## config.mk

```make
export PLATFORM = sky130hd
export DESIGN_NAME = index_range_coalescing_table
export DESIGN_NICKNAME = d
export VERILOG_FILES = /design/src/rtl/irct_pkg.sv /design/src/rtl/irct_datapath.sv /design/src/rtl/irct_controller.sv /design/src/rtl/index_range_coalescing_table.sv
export SDC_FILE = /design/constraint.sdc
export NUM_CORES = 2
export LEC_CHECK = 0
export BUFFER_PORTS_ARGS = -buffer_cell sky130_fd_sc_hd__buf_4
export CAP_MARGIN = 10
export CORE_MARGIN = 4
export CORE_UTILIZATION = 60
export CTS_BUF_LIST = sky130_fd_sc_hd__clkbuf_16
export DETAILED_ROUTE_END_ITERATION = 6
export PLACE_DENSITY_LB_ADDON = 0.25
export RECOVER_POWER = 25
export REMOVE_ABC_BUFFERS = 1
export SYNTH_ARGS = -nofsm -noshare
export SYNTH_HDL_FRONTEND = slang
export SYNTH_SLANG_ARGS = --single-unit
```

## constraint.sdc

```tcl
create_clock -name clk -period 12.5 [get_ports clk]
set_input_delay 1.25 -clock clk [delete_from_list [all_inputs] [get_ports clk]]
set_output_delay 1.25 -clock clk [all_outputs]
set_load 0.005 [all_outputs]
```

## src/rtl/irct_pkg.sv

```systemverilog
// ----------------------------------------------------------------------------
// irct_pkg
// Shared constants and types of the index range coalescing table.
// ----------------------------------------------------------------------------
`default_nettype none

package irct_pkg;

	localparam int TABLE_DEPTH_DEF = 32;
	localparam int INDEX_BITS_DEF  = 24;
	// byte offset = index * 4
	localparam int BYTE_SHIFT      = 2;

	// Append status codes
	localparam logic [2:0] ST_IGNORED  = 3'd0;
	localparam logic [2:0] ST_PRESENT  = 3'd1;
	localparam logic [2:0] ST_EXTENDED = 3'd2;
	localparam logic [2:0] ST_MERGED   = 3'd3;
	localparam logic [2:0] ST_INSERTED = 3'd4;
	localparam logic [2:0] ST_FULL     = 3'd5;
	localparam logic [2:0] ST_OVERFLOW = 3'd6;

	// Datapath action codes
	localparam logic [3:0] DP_NONE      = 4'd0;
	localparam logic [3:0] DP_LOAD      = 4'd1;
	localparam logic [3:0] DP_RD_IDX    = 4'd2;
	localparam logic [3:0] DP_RD_NEXT   = 4'd3;
	localparam logic [3:0] DP_RD_PREV   = 4'd4;
	localparam logic [3:0] DP_SCAN_STEP = 4'd5;
	localparam logic [3:0] DP_EXT_WR    = 4'd6;
	localparam logic [3:0] DP_MERGE_WR  = 4'd7;
	localparam logic [3:0] DP_SHL_WR    = 4'd8;
	localparam logic [3:0] DP_INS_START = 4'd9;
	localparam logic [3:0] DP_INS_WR    = 4'd10;
	localparam logic [3:0] DP_INS_FINAL = 4'd11;
	localparam logic [3:0] DP_DEC       = 4'd12;
	localparam logic [3:0] DP_CLR       = 4'd13;
	localparam logic [3:0] DP_INC_IDX   = 4'd14;

	// Command from controller to datapath
	typedef struct packed {
		logic [3:0] act;
		logic       emit;
		logic       kind;
		logic       entry;   // emit the registered table entry
		logic [2:0] status;
		logic       last;
	} ctl_t;

	// Status from datapath to controller
	typedef struct packed {
		logic op;
		logic n_zero;
		logic cnt_zero;
		logic cnt_full;
		logic idx_eq_cnt;
		logic idx_eq_pos;
		logic next_lt_cnt;
		logic last_entry;
		logic ovf;
		logic contains;
		logic end_hit;
		logic merge_hit;
		logic out_free;
	} sts_t;

endpackage

`default_nettype wire

```

## src/rtl/irct_datapath.sv

```systemverilog
// ----------------------------------------------------------------------------
// irct_datapath
// Range table memory, pointers, compare logic and output register.
// ----------------------------------------------------------------------------
`default_nettype none

module irct_datapath #(
	parameter int TABLE_DEPTH = irct_pkg::TABLE_DEPTH_DEF,
	parameter int INDEX_BITS  = irct_pkg::INDEX_BITS_DEF,
	localparam int CW = $clog2(TABLE_DEPTH + 1),
	localparam int AW = $clog2(TABLE_DEPTH),
	localparam int SW = INDEX_BITS + irct_pkg::BYTE_SHIFT,
	localparam int LW = INDEX_BITS + 1
) (
	input  wire                   clk,
	input  wire                   arst_n,
	input  wire irct_pkg::ctl_t   ctl,
	output irct_pkg::sts_t        sts,
	input  wire                   in_op,
	input  wire  [INDEX_BITS-1:0] in_start,
	input  wire  [INDEX_BITS-1:0] in_length,
	input  wire                   cfg_valid,
	input  wire                   cfg_data,
	output logic                  out_valid,
	input  wire                   out_ready,
	output logic                  out_kind,
	output logic [2:0]            out_status,
	output logic [SW-1:0]         out_start,
	output logic [LW-1:0]         out_length,
	output logic                  out_last
);

	localparam logic [CW-1:0] DEPTH_C = CW'(TABLE_DEPTH);

	logic [INDEX_BITS+LW-1:0] mem [TABLE_DEPTH];

	logic                  mode_q;
	logic                  op_q;
	logic [INDEX_BITS-1:0] s_q, n_q, ext_st_q, rd_st_q;
	logic [LW-1:0]         acc_q, rd_len_q;
	logic [CW-1:0]         idx_q, cnt_q, pos_q;
	logic                  pos_set_q;
	logic                  out_valid_q;

	logic [LW-1:0] sum_sn, rd_end, ext_len, mrg_len;
	logic [CW:0]   idx_p1;
	logic [AW-1:0] idx_a, next_a, prev_a;
	logic [SW-1:0] drain_start;
	logic          out_free;

	// Compare and address logic
	assign sum_sn  = {1'b0, s_q} + {1'b0, n_q};
	assign rd_end  = {1'b0, rd_st_q} + rd_len_q;
	assign ext_len = rd_len_q + {1'b0, n_q};
	assign mrg_len = acc_q + rd_len_q;
	assign idx_p1  = {1'b0, idx_q} + (CW+1)'(1);
	assign idx_a   = idx_q[AW-1:0];
	assign next_a  = idx_a + AW'(1);
	assign prev_a  = idx_a - AW'(1);
	assign out_free = !out_valid_q || out_ready;
	assign drain_start = mode_q ? {rd_st_q, {irct_pkg::BYTE_SHIFT{1'b0}}} : SW'(rd_st_q);

	always_comb begin
		sts.op          = op_q;
		sts.n_zero      = (n_q == '0);
		sts.cnt_zero    = (cnt_q == '0);
		sts.cnt_full    = (cnt_q == DEPTH_C);
		sts.idx_eq_cnt  = (idx_q == cnt_q);
		sts.idx_eq_pos  = (idx_q == pos_q);
		sts.next_lt_cnt = (idx_p1 < {1'b0, cnt_q});
		sts.last_entry  = (idx_p1 == {1'b0, cnt_q});
		sts.ovf         = sum_sn[INDEX_BITS] && (sum_sn[INDEX_BITS-1:0] != '0);
		sts.contains    = (rd_st_q <= s_q) && ({1'b0, s_q} < rd_end);
		sts.end_hit     = (rd_end == {1'b0, s_q});
		sts.merge_hit   = (sum_sn == {1'b0, rd_st_q});
		sts.out_free    = out_free;
	end

	// Hold the mode register
	always_ff @(posedge clk or negedge arst_n) begin
		if (!arst_n) begin
			mode_q <= 1'b0;
		end else if (cfg_valid) begin
			mode_q <= cfg_data;
		end
	end

	// Table memory: one write or one registered read per cycle
	always_ff @(posedge clk) begin
		case (ctl.act)
			irct_pkg::DP_EXT_WR:    mem[idx_a] <= {rd_st_q, ext_len};
			irct_pkg::DP_MERGE_WR:  mem[idx_a] <= {ext_st_q, mrg_len};
			irct_pkg::DP_SHL_WR,
			irct_pkg::DP_INS_WR:    mem[idx_a] <= {rd_st_q, rd_len_q};
			irct_pkg::DP_INS_FINAL: mem[idx_a] <= {s_q, 1'b0, n_q};
			default: ;
		endcase
		case (ctl.act)
			irct_pkg::DP_RD_IDX:  {rd_st_q, rd_len_q} <= mem[idx_a];
			irct_pkg::DP_RD_NEXT: {rd_st_q, rd_len_q} <= mem[next_a];
			irct_pkg::DP_RD_PREV: {rd_st_q, rd_len_q} <= mem[prev_a];
			default: ;
		endcase
	end

	// Capture the transaction and hold work registers
	always_ff @(posedge clk) begin
		case (ctl.act)
			irct_pkg::DP_LOAD: begin
				op_q <= in_op;
				s_q  <= in_start;
				n_q  <= in_length;
			end
			irct_pkg::DP_EXT_WR: begin
				acc_q    <= ext_len;
				ext_st_q <= rd_st_q;
			end
			default: ;
		endcase
	end

	// Advance pointers and the fill count
	always_ff @(posedge clk or negedge arst_n) begin
		if (!arst_n) begin
			idx_q     <= '0;
			cnt_q     <= '0;
			pos_q     <= '0;
			pos_set_q <= 1'b0;
		end else begin
			case (ctl.act)
				irct_pkg::DP_LOAD: begin
					idx_q     <= '0;
					pos_q     <= cnt_q;
					pos_set_q <= 1'b0;
				end
				irct_pkg::DP_SCAN_STEP: begin
					if (!pos_set_q && rd_st_q >= s_q) begin
						pos_q     <= idx_q;
						pos_set_q <= 1'b1;
					end
					idx_q <= idx_p1[CW-1:0];
				end
				irct_pkg::DP_MERGE_WR,
				irct_pkg::DP_SHL_WR,
				irct_pkg::DP_INC_IDX:   idx_q <= idx_p1[CW-1:0];
				irct_pkg::DP_INS_START: idx_q <= cnt_q;
				irct_pkg::DP_INS_WR:    idx_q <= idx_q - CW'(1);
				irct_pkg::DP_INS_FINAL: cnt_q <= cnt_q + CW'(1);
				irct_pkg::DP_DEC:       cnt_q <= cnt_q - CW'(1);
				irct_pkg::DP_CLR:       cnt_q <= '0;
				default: ;
			endcase
		end
	end

	// Output register
	always_ff @(posedge clk or negedge arst_n) begin
		if (!arst_n) begin
			out_valid_q <= 1'b0;
		end else if (ctl.emit && out_free) begin
			out_valid_q <= 1'b1;
		end else if (out_ready) begin
			out_valid_q <= 1'b0;
		end
	end

	always_ff @(posedge clk) begin
		if (ctl.emit && out_free) begin
			out_kind   <= ctl.kind;
			out_status <= ctl.status;
			out_start  <= ctl.entry ? drain_start : '0;
			out_length <= ctl.entry ? rd_len_q : '0;
			out_last   <= ctl.last;
		end
	end

	assign out_valid = out_valid_q;

endmodule

`default_nettype wire

```

## src/rtl/irct_controller.sv

```systemverilog
// ----------------------------------------------------------------------------
// irct_controller
// Sequencer for append scan, extend/merge, insert shift and drain.
// ----------------------------------------------------------------------------
`default_nettype none

module irct_controller (
	input  wire                 clk,
	input  wire                 arst_n,
	input  wire                 in_valid,
	output logic                in_ready,
	input  wire irct_pkg::sts_t sts,
	output irct_pkg::ctl_t      ctl
);

	localparam logic [3:0] S_IDLE    = 4'd0;
	localparam logic [3:0] S_DISP    = 4'd1;
	localparam logic [3:0] S_SCAN_RD = 4'd2;
	localparam logic [3:0] S_SCAN_EV = 4'd3;
	localparam logic [3:0] S_EXT_RD  = 4'd4;
	localparam logic [3:0] S_EXT_EV  = 4'd5;
	localparam logic [3:0] S_SHL_RD  = 4'd6;
	localparam logic [3:0] S_SHL_EV  = 4'd7;
	localparam logic [3:0] S_INS_RD  = 4'd8;
	localparam logic [3:0] S_INS_EV  = 4'd9;
	localparam logic [3:0] S_DR_RD   = 4'd10;
	localparam logic [3:0] S_DR_EV   = 4'd11;

	logic [3:0] state_q, state_d;

	assign in_ready = (state_q == S_IDLE);

	// Next state and datapath command
	always_comb begin
		state_d    = state_q;
		ctl        = '0;
		ctl.act    = irct_pkg::DP_NONE;
		case (state_q)
			S_IDLE: begin
				if (in_valid) begin
					ctl.act = irct_pkg::DP_LOAD;
					state_d = S_DISP;
				end
			end
			S_DISP: begin
				if (sts.op) begin
					if (!sts.cnt_zero) begin
						state_d = S_DR_RD;
					end else if (sts.out_free) begin
						ctl.emit = 1'b1;
						ctl.kind = 1'b1;
						ctl.last = 1'b1;
						state_d  = S_IDLE;
					end
				end else if (!sts.n_zero) begin
					state_d = S_SCAN_RD;
				end else if (sts.out_free) begin
					ctl.emit   = 1'b1;
					ctl.status = irct_pkg::ST_IGNORED;
					ctl.last   = 1'b1;
					state_d    = S_IDLE;
				end
			end
			S_SCAN_RD: begin
				if (!sts.idx_eq_cnt) begin
					ctl.act = irct_pkg::DP_RD_IDX;
					state_d = S_SCAN_EV;
				end else if (!sts.ovf && !sts.cnt_full) begin
					ctl.act = irct_pkg::DP_INS_START;
					state_d = S_INS_RD;
				end else if (sts.out_free) begin
					ctl.emit   = 1'b1;
					ctl.status = sts.ovf ? irct_pkg::ST_OVERFLOW : irct_pkg::ST_FULL;
					ctl.last   = 1'b1;
					state_d    = S_IDLE;
				end
			end
			S_SCAN_EV: begin
				if (sts.contains || (sts.end_hit && sts.ovf)) begin
					if (sts.out_free) begin
						ctl.emit   = 1'b1;
						ctl.status = sts.contains ? irct_pkg::ST_PRESENT
						                          : irct_pkg::ST_OVERFLOW;
						ctl.last   = 1'b1;
						state_d    = S_IDLE;
					end
				end else if (sts.end_hit) begin
					ctl.act = irct_pkg::DP_EXT_WR;
					state_d = S_EXT_RD;
				end else begin
					ctl.act = irct_pkg::DP_SCAN_STEP;
					state_d = S_SCAN_RD;
				end
			end
			S_EXT_RD: begin
				if (sts.next_lt_cnt) begin
					ctl.act = irct_pkg::DP_RD_NEXT;
					state_d = S_EXT_EV;
				end else if (sts.out_free) begin
					ctl.emit   = 1'b1;
					ctl.status = irct_pkg::ST_EXTENDED;
					ctl.last   = 1'b1;
					state_d    = S_IDLE;
				end
			end
			S_EXT_EV: begin
				if (sts.merge_hit) begin
					ctl.act = irct_pkg::DP_MERGE_WR;
					state_d = S_SHL_RD;
				end else if (sts.out_free) begin
					ctl.emit   = 1'b1;
					ctl.status = irct_pkg::ST_EXTENDED;
					ctl.last   = 1'b1;
					state_d    = S_IDLE;
				end
			end
			// Close the gap left by the absorbed range
			S_SHL_RD: begin
				if (sts.next_lt_cnt) begin
					ctl.act = irct_pkg::DP_RD_NEXT;
					state_d = S_SHL_EV;
				end else if (sts.out_free) begin
					ctl.act    = irct_pkg::DP_DEC;
					ctl.emit   = 1'b1;
					ctl.status = irct_pkg::ST_MERGED;
					ctl.last   = 1'b1;
					state_d    = S_IDLE;
				end
			end
			S_SHL_EV: begin
				ctl.act = irct_pkg::DP_SHL_WR;
				state_d = S_SHL_RD;
			end
			// Open a slot at the insert position, top entry first
			S_INS_RD: begin
				if (!sts.idx_eq_pos) begin
					ctl.act = irct_pkg::DP_RD_PREV;
					state_d = S_INS_EV;
				end else if (sts.out_free) begin
					ctl.act    = irct_pkg::DP_INS_FINAL;
					ctl.emit   = 1'b1;
					ctl.status = irct_pkg::ST_INSERTED;
					ctl.last   = 1'b1;
					state_d    = S_IDLE;
				end
			end
			S_INS_EV: begin
				ctl.act = irct_pkg::DP_INS_WR;
				state_d = S_INS_RD;
			end
			S_DR_RD: begin
				ctl.act = irct_pkg::DP_RD_IDX;
				state_d = S_DR_EV;
			end
			S_DR_EV: begin
				if (sts.out_free) begin
					ctl.emit  = 1'b1;
					ctl.kind  = 1'b1;
					ctl.entry = 1'b1;
					ctl.last  = sts.last_entry;
					if (sts.last_entry) begin
						ctl.act = irct_pkg::DP_CLR;
						state_d = S_IDLE;
					end else begin
						ctl.act = irct_pkg::DP_INC_IDX;
						state_d = S_DR_RD;
					end
				end
			end
			default: state_d = S_IDLE;
		endcase
	end

	always_ff @(posedge clk or negedge arst_n) begin
		if (!arst_n) begin
			state_q <= S_IDLE;
		end else begin
			state_q <= state_d;
		end
	end

endmodule

`default_nettype wire

```

## src/rtl/index_range_coalescing_table.sv

```systemverilog
// ----------------------------------------------------------------------------
// index_range_coalescing_table
// Sorted table of index ranges with append, coalesce and drain.
// ----------------------------------------------------------------------------
// One transaction at a time. The table sits in a single-port memory with a
// registered read, so each stored range visited takes a read state and an
// evaluate state. An append scans the ranges in order and moves entries
// when a range is inserted or two ranges merge; a drain gives one result
// per range. Results wait in an output register; the user must write
// byte_offset_mode (cfg_data) only while idle, not enforced by the block.
`default_nettype none

module index_range_coalescing_table #(
	parameter int TABLE_DEPTH = irct_pkg::TABLE_DEPTH_DEF,
	parameter int INDEX_BITS  = irct_pkg::INDEX_BITS_DEF,
	localparam int IN_DW  = ((2 * INDEX_BITS + 7) / 8) * 8,
	localparam int SW     = INDEX_BITS + irct_pkg::BYTE_SHIFT,
	localparam int LW     = INDEX_BITS + 1,
	localparam int OUT_DW = ((3 + SW + LW + 7) / 8) * 8
) (
	input  wire               clk,
	input  wire               arst_n,
	input  wire               s_tvalid,
	output logic              s_tready,
	input  wire  [IN_DW-1:0]  s_tdata,   // range_start, range_length
	input  wire               s_tuser,   // operation
	output logic              m_tvalid,
	input  wire               m_tready,
	output logic [OUT_DW-1:0] m_tdata,   // status, entry_start, entry_length
	output logic              m_tuser,   // kind
	output logic              m_tlast,
	input  wire               cfg_valid,
	output logic              cfg_ready,
	input  wire               cfg_data   // byte_offset_mode
);

	irct_pkg::ctl_t ctl;
	irct_pkg::sts_t sts;
	logic [2:0]    out_status;
	logic [SW-1:0] out_start;
	logic [LW-1:0] out_length;

	assign cfg_ready = 1'b1;

	irct_controller u_ctrl (
		.clk      (clk),
		.arst_n   (arst_n),
		.in_valid (s_tvalid),
		.in_ready (s_tready),
		.sts      (sts),
		.ctl      (ctl)
	);

	irct_datapath #(
		.TABLE_DEPTH (TABLE_DEPTH),
		.INDEX_BITS  (INDEX_BITS)
	) u_dp (
		.clk        (clk),
		.arst_n     (arst_n),
		.ctl        (ctl),
		.sts        (sts),
		.in_op      (s_tuser),
		.in_start   (s_tdata[INDEX_BITS-1:0]),
		.in_length  (s_tdata[2*INDEX_BITS-1:INDEX_BITS]),
		.cfg_valid  (cfg_valid),
		.cfg_data   (cfg_data),
		.out_valid  (m_tvalid),
		.out_ready  (m_tready),
		.out_kind   (m_tuser),
		.out_status (out_status),
		.out_start  (out_start),
		.out_length (out_length),
		.out_last   (m_tlast)
	);

	// Pack the result fields, zero fill to whole bytes
	assign m_tdata = OUT_DW'({out_length, out_start, out_status});

endmodule

`default_nettype wire

```

# After elaboration in Yosys (flattened, before gate mapping)
# Memory sizes are Yosys's and may differ from the RTL's.
# Cells that the tools add are included.
[classes]
multipliers = 0
shifts = 0
n_lt_le_gt_ge = 4
reduce_logical = 27
eq_ne = 34
n_div = 0
muxes = 90
n_addsub = 10
bitwise = 4
[ops]
columns = ["op", "n"]
rows = [
  ["$mux 49", 3],
  ["$mux 4", 29],
  ["$pmux 25 s3", 1],
  ["$pmux 24 s3", 1],
  ["$eq 25x24->1", 2],
  ["$pmux 4 s12", 1],
  ["$eq 4x4->1 const B", 11],
  ["$pmux 4 s11", 1],
  ["$eq 4x3->1 const B", 8],
  ["$mux 1", 28],
  ["$add 24x24->25", 1],
  ["$add 24x25->25", 1],
  ["$add 25x24->25", 1],
  ["$add 25x25->25", 1],
  ["$lt 24x25->1", 1],
  ["$ge 24x24->1", 1],
  ["$le 24x24->1", 1],
  ["$logic_not 24->1", 1],
  ["$mux 24", 1],
  ["$pmux 6 s4", 1],
  ["$reduce_bool 24->1", 1],
  ["$mux 3", 7],
  ["$pmux 3 s7", 1],
  ["$pmux 6 s3", 1],
  ["33 further kinds", 64],
]
[totals]
n_memories = 1
regBits = 228
ramBits = 1568
wordCells = 191
latch_bits = 0
romBits = 0
input_bits = 55
[mem_list]
columns = ["memory", "depth", "word_bits", "rd", "rd_ports_with_merged_regs", "wr", "line", "rtl"]
rows = [
  ["u_dp.mem", 32, 49, 3, 0, 1, "irct_datapath.sv:35", "logic [INDEX_BITS+LW-1:0] mem [TABLE_DEPTH];"],
]

# Depth between registers and ports, before layout
[depth]
depth_word = 14
mapped_depth = 35
depth_no_buf = 35

# By module
# A second synthesis with hierarchy kept.
[unflattened]
cells_unflattened = 5719
area_unflattened_um2 = 100517.7
[modules_own_cells]
columns = ["module", "seq_area_each_um2", "area_per_inst_um2", "cells_each", "instances"]
rows = [
  ["irct_datapath", 53706.5, 99624.3, 5585, 1],
  ["irct_controller", 100.1, 863.3, 129, 1],
  ["index_range_coalescing_table", 0.0, 30.0, 5, 1],
]

# Worst setup path before layout
# Ideal clock, no wire load.
[synth_path]
kind = "reg-to-reg"
start = "reg u_dp.rd_st_q[1]"
end = "reg u_dp.pos_q[0]"
n_path_buf = 0
setup_slack_ps = 2518
t_required_ps = 12375
t_arrival_ps = 9857
period_less_slack_ps = 9982
stages_incl_launch_ff = 27
cell_sequence = "edfxtp_1 -> ha_1 -> a21o_1 -> a21oi_1 -> o21bai_1 -> a21o_1 -> a21oi_1 -> o21ai_0 -> o41ai_1 -> o2111ai_1 -> nand2_1 -> nor3_1 -> a2111oi_0 -> xor2_1 -> ha_1 -> o21a_1 -> o21a_1 -> or4_1 -> o21ai_0 -> a21oi_1 -> nor2_1 -> nor2_1 -> a21oi_2 -> nand2_1 -> nor3_1 -> o21bai_4 -> mux2_2"
[synth_via]
elab_chain_len = 9
word_cells_on_any_way = 20
classes_between = "add/sub: 1; order compare: 3; eq/ne: 5; mux: 5; reduce/logical: 6"
[synth_lines]
columns = ["element", "line", "rtl"]
rows = [
  ["start: declaration", "irct_datapath.sv:39", "logic [INDEX_BITS-1:0] s_q, n_q, ext_st_q, rd_st_q;"],
  ["start signal: assignment", "irct_datapath.sv:99", "irct_pkg::DP_RD_IDX: {rd_st_q, rd_len_q} <= mem[idx_a];"],
  ["start signal: assignment", "irct_datapath.sv:100", "irct_pkg::DP_RD_NEXT: {rd_st_q, rd_len_q} <= mem[next_a];"],
  ["start signal: assignment", "irct_datapath.sv:101", "irct_pkg::DP_RD_PREV: {rd_st_q, rd_len_q} <= mem[prev_a];"],
  ["$add 24x25->25", "irct_datapath.sv:53", "assign rd_end = {1'b0, rd_st_q} + rd_len_q;"],
  ["$lt 24x25->1 / $eq 25x24->1 (equally long branches)", "irct_datapath.sv:73, irct_datapath.sv:74", ""],
  ["$logic_and 1x1->1, on equally long branches", "irct_datapath.sv:73, irct_controller.sv:79", ""],
  ["$logic_or 1x1->1", "irct_controller.sv:79", "if (sts.contains || (sts.end_hit && sts.ovf)) begin"],
  ["$mux 4", "irct_controller.sv:79", ""],
  ["$pmux 4 s11", "irct_controller.sv:38", "case (state_q)"],
  ["$eq 4x3->1 / $eq 4x1->1 (equally long branches)", "irct_datapath.sv:130", "case (ctl.act)"],
  ["$ne 2x1->1 (no line) / $reduce_bool 2->1 (equally long branches)", "-", ""],
  ["$reduce_and 2->1 (no line)", "-", ""],
  ["end signal: assignment", "irct_datapath.sv:133", "pos_q <= cnt_q;"],
  ["end signal: assignment", "irct_datapath.sv:138", "pos_q <= idx_q;"],
  ["end: declaration", "irct_datapath.sv:41", "logic [CW-1:0] idx_q, cnt_q, pos_q;"],
]
# Several ways; a longest one is shown, not always the timed one.
# A chain may end at the register's enable or synchronous reset.

# Worst setup path in the final report
[layout_path]
start = "reg u_dp.rd_st_q[1]"
end = "mem u_dp.mem[8][1] (netlist bit), data pin"
[layout_via]
elab_chain_len = 12
word_cells_on_any_way = 26
classes_between = "add/sub: 1; order compare: 2; eq/ne: 6; mux: 13; reduce/logical: 4"
[layout_lines]
columns = ["element", "line", "rtl"]
rows = [
  ["$add 24x25->25", "irct_datapath.sv:53", ""],
  ["$lt 24x25->1 / $eq 25x24->1 (equally long branches)", "irct_datapath.sv:73, irct_datapath.sv:74", ""],
  ["$logic_and 1x1->1, on equally long branches", "irct_datapath.sv:73, irct_controller.sv:79", ""],
  ["$logic_or 1x1->1", "irct_controller.sv:79", ""],
  ["$mux 4", "irct_controller.sv:79", ""],
  ["$pmux 4 s11 (*)", "irct_controller.sv:38", ""],
  ["$eq 4x3->1 / $eq 4x4->1 (equally long branches)", "irct_datapath.sv:90", "case (ctl.act)"],
  ["$mux 1 / $reduce_or 2->1 (equally long branches)", "irct_datapath.sv:90", ""],
  ["$mux 1, on equally long branches", "irct_datapath.sv:92, irct_datapath.sv:90", ""],
  ["$mux 49 (no line) / $mux 1 (equally long branches)", "-", ""],
  ["$mux 49 (no line)", "-", ""],
  ["$mux 49 (no line) (*)", "-", ""],
  ["end: declaration", "irct_datapath.sv:35", ""],
]
# Every way passes the cells marked *; elsewhere a longest branch is shown, timed or not.

==> flow_summary_export.csv <==
group,metric,value,unit
outcome,result_of_the_run,"complete, but fails checks",
outcome,violations,"max-capacitance violations, max-slew violations",
yosys,synth_seq_cells,1796,
timing,hold-worst-slack,0.5271,ns
worst_setup_path,cp_num_buf_inv,3,
yosys,synth_warnings,0,
floorplanning,fp.coreArea,167000,µm²
yosys,number_of_library_cell_types_mapped_by_synthesis,97,
job,max_cap_violations,14,
cells_and_area,area.growth.synth_to_final,9.757,%
yosys,synth_top_cell_by_area,"sky130_fd_sc_hd__edfxtp_1",
route,route.antenna.remaining_nets,0,
route,routed_wl,325500,µm
floorplanning,initial_core_util,60.31,%
power_and_ir_drop,leakage,33.91,nW
cells_and_area,fin_area,110600,µm²
floorplanning,floorplan.rows,150,
global_routing,grt_remaining_overflow,0,
worst_setup_path,crit_arrival,11.35,ns
power_and_ir_drop,power.density_cell_area,260.2,nW/µm²
cells_and_area,fraction_of_final_layout_cells_with_drive_strength_greater_than_1,35.48,%
yosys,syn_inst,5671,
place,gpl.final_weighted_congestion,0.9753,
floorplanning,die_w,417.7,µm
yosys,ys_top_cells_by_area,"sky130_fd_sc_hd__edfxtp_1, sky130_fd_sc_hd__mux4_2, sky130_fd_sc_hd__ha_1, sky130_fd_sc_hd__a22oi_1, sky130_fd_sc_hd__clkbuf_1",
worst_setup_path,reg2reg_depth,29,
worst_setup_path,worst_ep_required_time,12.92,ns
place,detailedPlace.worstSlack,2.766,ns
place,buffer_ports.inserted,112,
timing,report.final.slew_viol_count,415,
worst_setup_path,timing.critical_path.to_type,"flop",
worst_setup_path,cp.depth,29,
timing,final_setup_vio_count,0,
place,detailed_place.area,104500,µm²
cts,holdBufCountCts,0,
route,post_drt_wl_per_cell,40.43,µm
place,post-place-cells,7703,
place,post-dp-hpwl,193900,µm
route,drt-vias-per-instance,8.215,
floorplanning,design.die.area,174500,µm²
timing,tightestPinTransition,3.363,ns
cts,cts_tree,"yes",
cts,cts_setup_buffers,0,
hold_path,holdCritPathClass,"reg -> reg",
timing,clock_skew,0.05296,ns
timing,crit_share_post_route,87.49,%
timing,grt_setup_unrepaired,"no",
route,number_of_drc_violations_after_detailed_routing_iteration_0,11284,
cts,clockRootBuffer,"sky130_fd_sc_hd__clkbuf_16",
worst_setup_path,critical_path_class,"reg -> reg",
power_and_ir_drop,power_switching,11.16,mW
worst_setup_path,critPathMaxFanout,32,
cts,number_of_sinks_driven_by_the_clock_tree,1796,
worst_setup_path,regToRegStartpoint,"u_dp.rd_st_q[1]",
cts,cts_buffers,182,
yosys,synth_seq_area_share,53.42,%
cts,clk-insertion-delay-late,0.87,ns
route,route.vias.total,66139,
yosys,post_synth_most_frequent_cells,"sky130_fd_sc_hd__edfxtp_1, sky130_fd_sc_hd__mux4_2, sky130_fd_sc_hd__clkbuf_1, sky130_fd_sc_hd__nand2_1, sky130_fd_sc_hd__a22oi_1",
worst_setup_path,path_common_cell,"sky130_fd_sc_hd__a21oi_1",
cts,cts.reportedPaths.clkPinSlew,0.06,ns
yosys,synth_largest_type_area_fraction,52.79,%
cells_and_area,multiInputGateArea,45350,µm²
yosys,ys_async_sr_fraction,1.392,%
cells_and_area,register_area,53810,µm²
route,drt-pass1-iter-count,6,
yosys,yosysMostFrequentCell,"sky130_fd_sc_hd__edfxtp_1",
cts,cts_htree_levels,4,
power_and_ir_drop,power.ir.vdd_worst,264.5,µV
cells_and_area,post-route-util,66.19,%
route,number_of_remaining_drc_errors,0,
hold_path,holdCritStartpoint,"u_dp.pos_set_q",
yosys,synth_edf_count,1771,
timing,hold_viol,0,
worst_setup_path,cpLargestDelayFamily,"compound AO/OA/AOI/OAI gates",
timing,max_slew_margin,-124.2,%
timing,max_freq,0.09144,GHz
worst_setup_path,timing.critical_path.from,"u_dp.rd_st_q[1]",
global_routing,grt_pass1_wl,467800,µm
yosys,post_synth.cell_area_avg,17.76,µm²
power_and_ir_drop,comb_power_share,45.6,%
yosys,synth_area,100700,µm²
power_and_ir_drop,pwr-share-seq,34.5,%
global_routing,grt_util_all_layers,37.64,%
cells_and_area,final_nets,5912,
global_routing,initial_antenna_violation_count,7,
global_routing,vias_in_the_first_global_route,64703,
worst_setup_path,critical_path.startpoint_type,"flop",
power_and_ir_drop,clkPwrFrac,19.9,%
cells_and_area,final_cells,8051,
worst_setup_path,worst_path_max_delay_cell,"sky130_fd_sc_hd__clkbuf_1",
cts,cts_buffer_depth,3,
timing,worst_slack,1.564,ns
timing,setup_tns,0,ns
cells_and_area,layout.filler_cells,10820,
cts,post_cts_resize_count,0,
global_routing,grt_max_degree,159,
hold_path,timing.hold.worst_path_depth,2,
power_and_ir_drop,switching_share,38.79,%
power_and_ir_drop,power.internal,17.61,mW
power_and_ir_drop,total_power,28.76,mW
yosys,synth_ff_type,"sky130_fd_sc_hd__edfxtp_1",
worst_setup_path,critPathMaxStageDelay,1.35,ns
timing,period_minus_slack,10.94,ns
floorplanning,die_height,417.7,µm
floorplanning,boundaryPins,116,
## per-layer routing
metal  vias to the layer above  global-route usage [%]  share of wire (%)
met4                         2                   25.79                9.0
met1                     33718                   49.01                 32
li1                      24759                       -                  -
met5                         -                       0             0.0040
met2                      6323                   56.61                 46
met3                      1337                   9.487                 14
## tightest hold or removal path, cell delays in order (launching register included)
cell	delay (ns)
sky130_fd_sc_hd__dfrtp_1	0.38
sky130_fd_sc_hd__inv_1	0.06
sky130_fd_sc_hd__a21oi_1	0.05
## kinds of logic (layout without fill, tap and decap cells)
family | after synthesis | count (layout) | share of synthesized area (%)
flip-flops | 1796 | 1796 | 53.42
XOR/XNOR | 104 | 104 | 0.9738
multiplexers | 1481 | 1481 | 31.83
adder cells (fa/ha/maj) | 167 | 167 | 2.112
AO/OA/AOI/OAI | 813 | 813 | 5.721
other | 2 | 8 | 0.007455
buffers and inverters | 527 | 697 | 2.072
AND/OR/NAND/NOR | 781 | 781 | 3.868
## power groups by stage
stage	Sequential, mW	Combinational, mW	Clock, mW
floorplan	10.2	14.4	0
global placement	9.94	12.6	0
detailed placement	9.96	12.8	0
CTS	9.85	12.9	5.74
global route	9.92	13.9	6.02
finish	9.92	13.1	5.72
## worst paths after layout
kind | slack, ns | end
hold / removal | 0.53 | u_dp.pos_set_q
setup / recovery | 1.56 | u_dp.mem[8][1]
hold reg to reg | 0.53 | u_dp.pos_set_q
max in group asynchronous | 10.64 | u_dp.idx_q[1]
min in group asynchronous | 0.75 | u_dp.mode_q
setup reg to reg | 1.56 | u_dp.mem[8][1]
## cell type report
cell class              count  area share, %
multi-input cells        3349          41.01
clock inverters           153          1.520
repair buffers            289          1.898
flip-flops and latches   1796          48.67
well taps                2204          2.494
diodes                      5        0.01132
clock buffers             183          4.142
inverters                  72         0.2467
## state kept, by name, indices dropped and copies added (netlist names), 24 cells and up
signal,flops
u_dp.n_q,24
u_dp.rd_st_q,24
u_dp.s_q,24
u_dp.mem,1568
u_dp.ext_st_q,24
u_dp.out_length,25
u_dp.out_start,26
u_dp.rd_len_q,25
u_dp.acc_q,25
## cell usage in the layout, fill, tap and decap left out, types with 60 or more instances in the layout
cell type,instances
sky130_fd_sc_hd__o21ai_0,95
sky130_fd_sc_hd__nor2_1,143
sky130_fd_sc_hd__edfxtp_1,1771
sky130_fd_sc_hd__mux4_2,1372
sky130_fd_sc_hd__clkbuf_16,183
sky130_fd_sc_hd__nand2_1,225
sky130_fd_sc_hd__clkbuf_4,90
sky130_fd_sc_hd__a22oi_1,213
sky130_fd_sc_hd__xnor2_1,60
sky130_fd_sc_hd__nand4_1,78
sky130_fd_sc_hd__ha_1,161
sky130_fd_sc_hd__buf_4,129
sky130_fd_sc_hd__inv_1,93
sky130_fd_sc_hd__a21oi_1,157
Note: power is estimated with default switching activity, not from simulation.
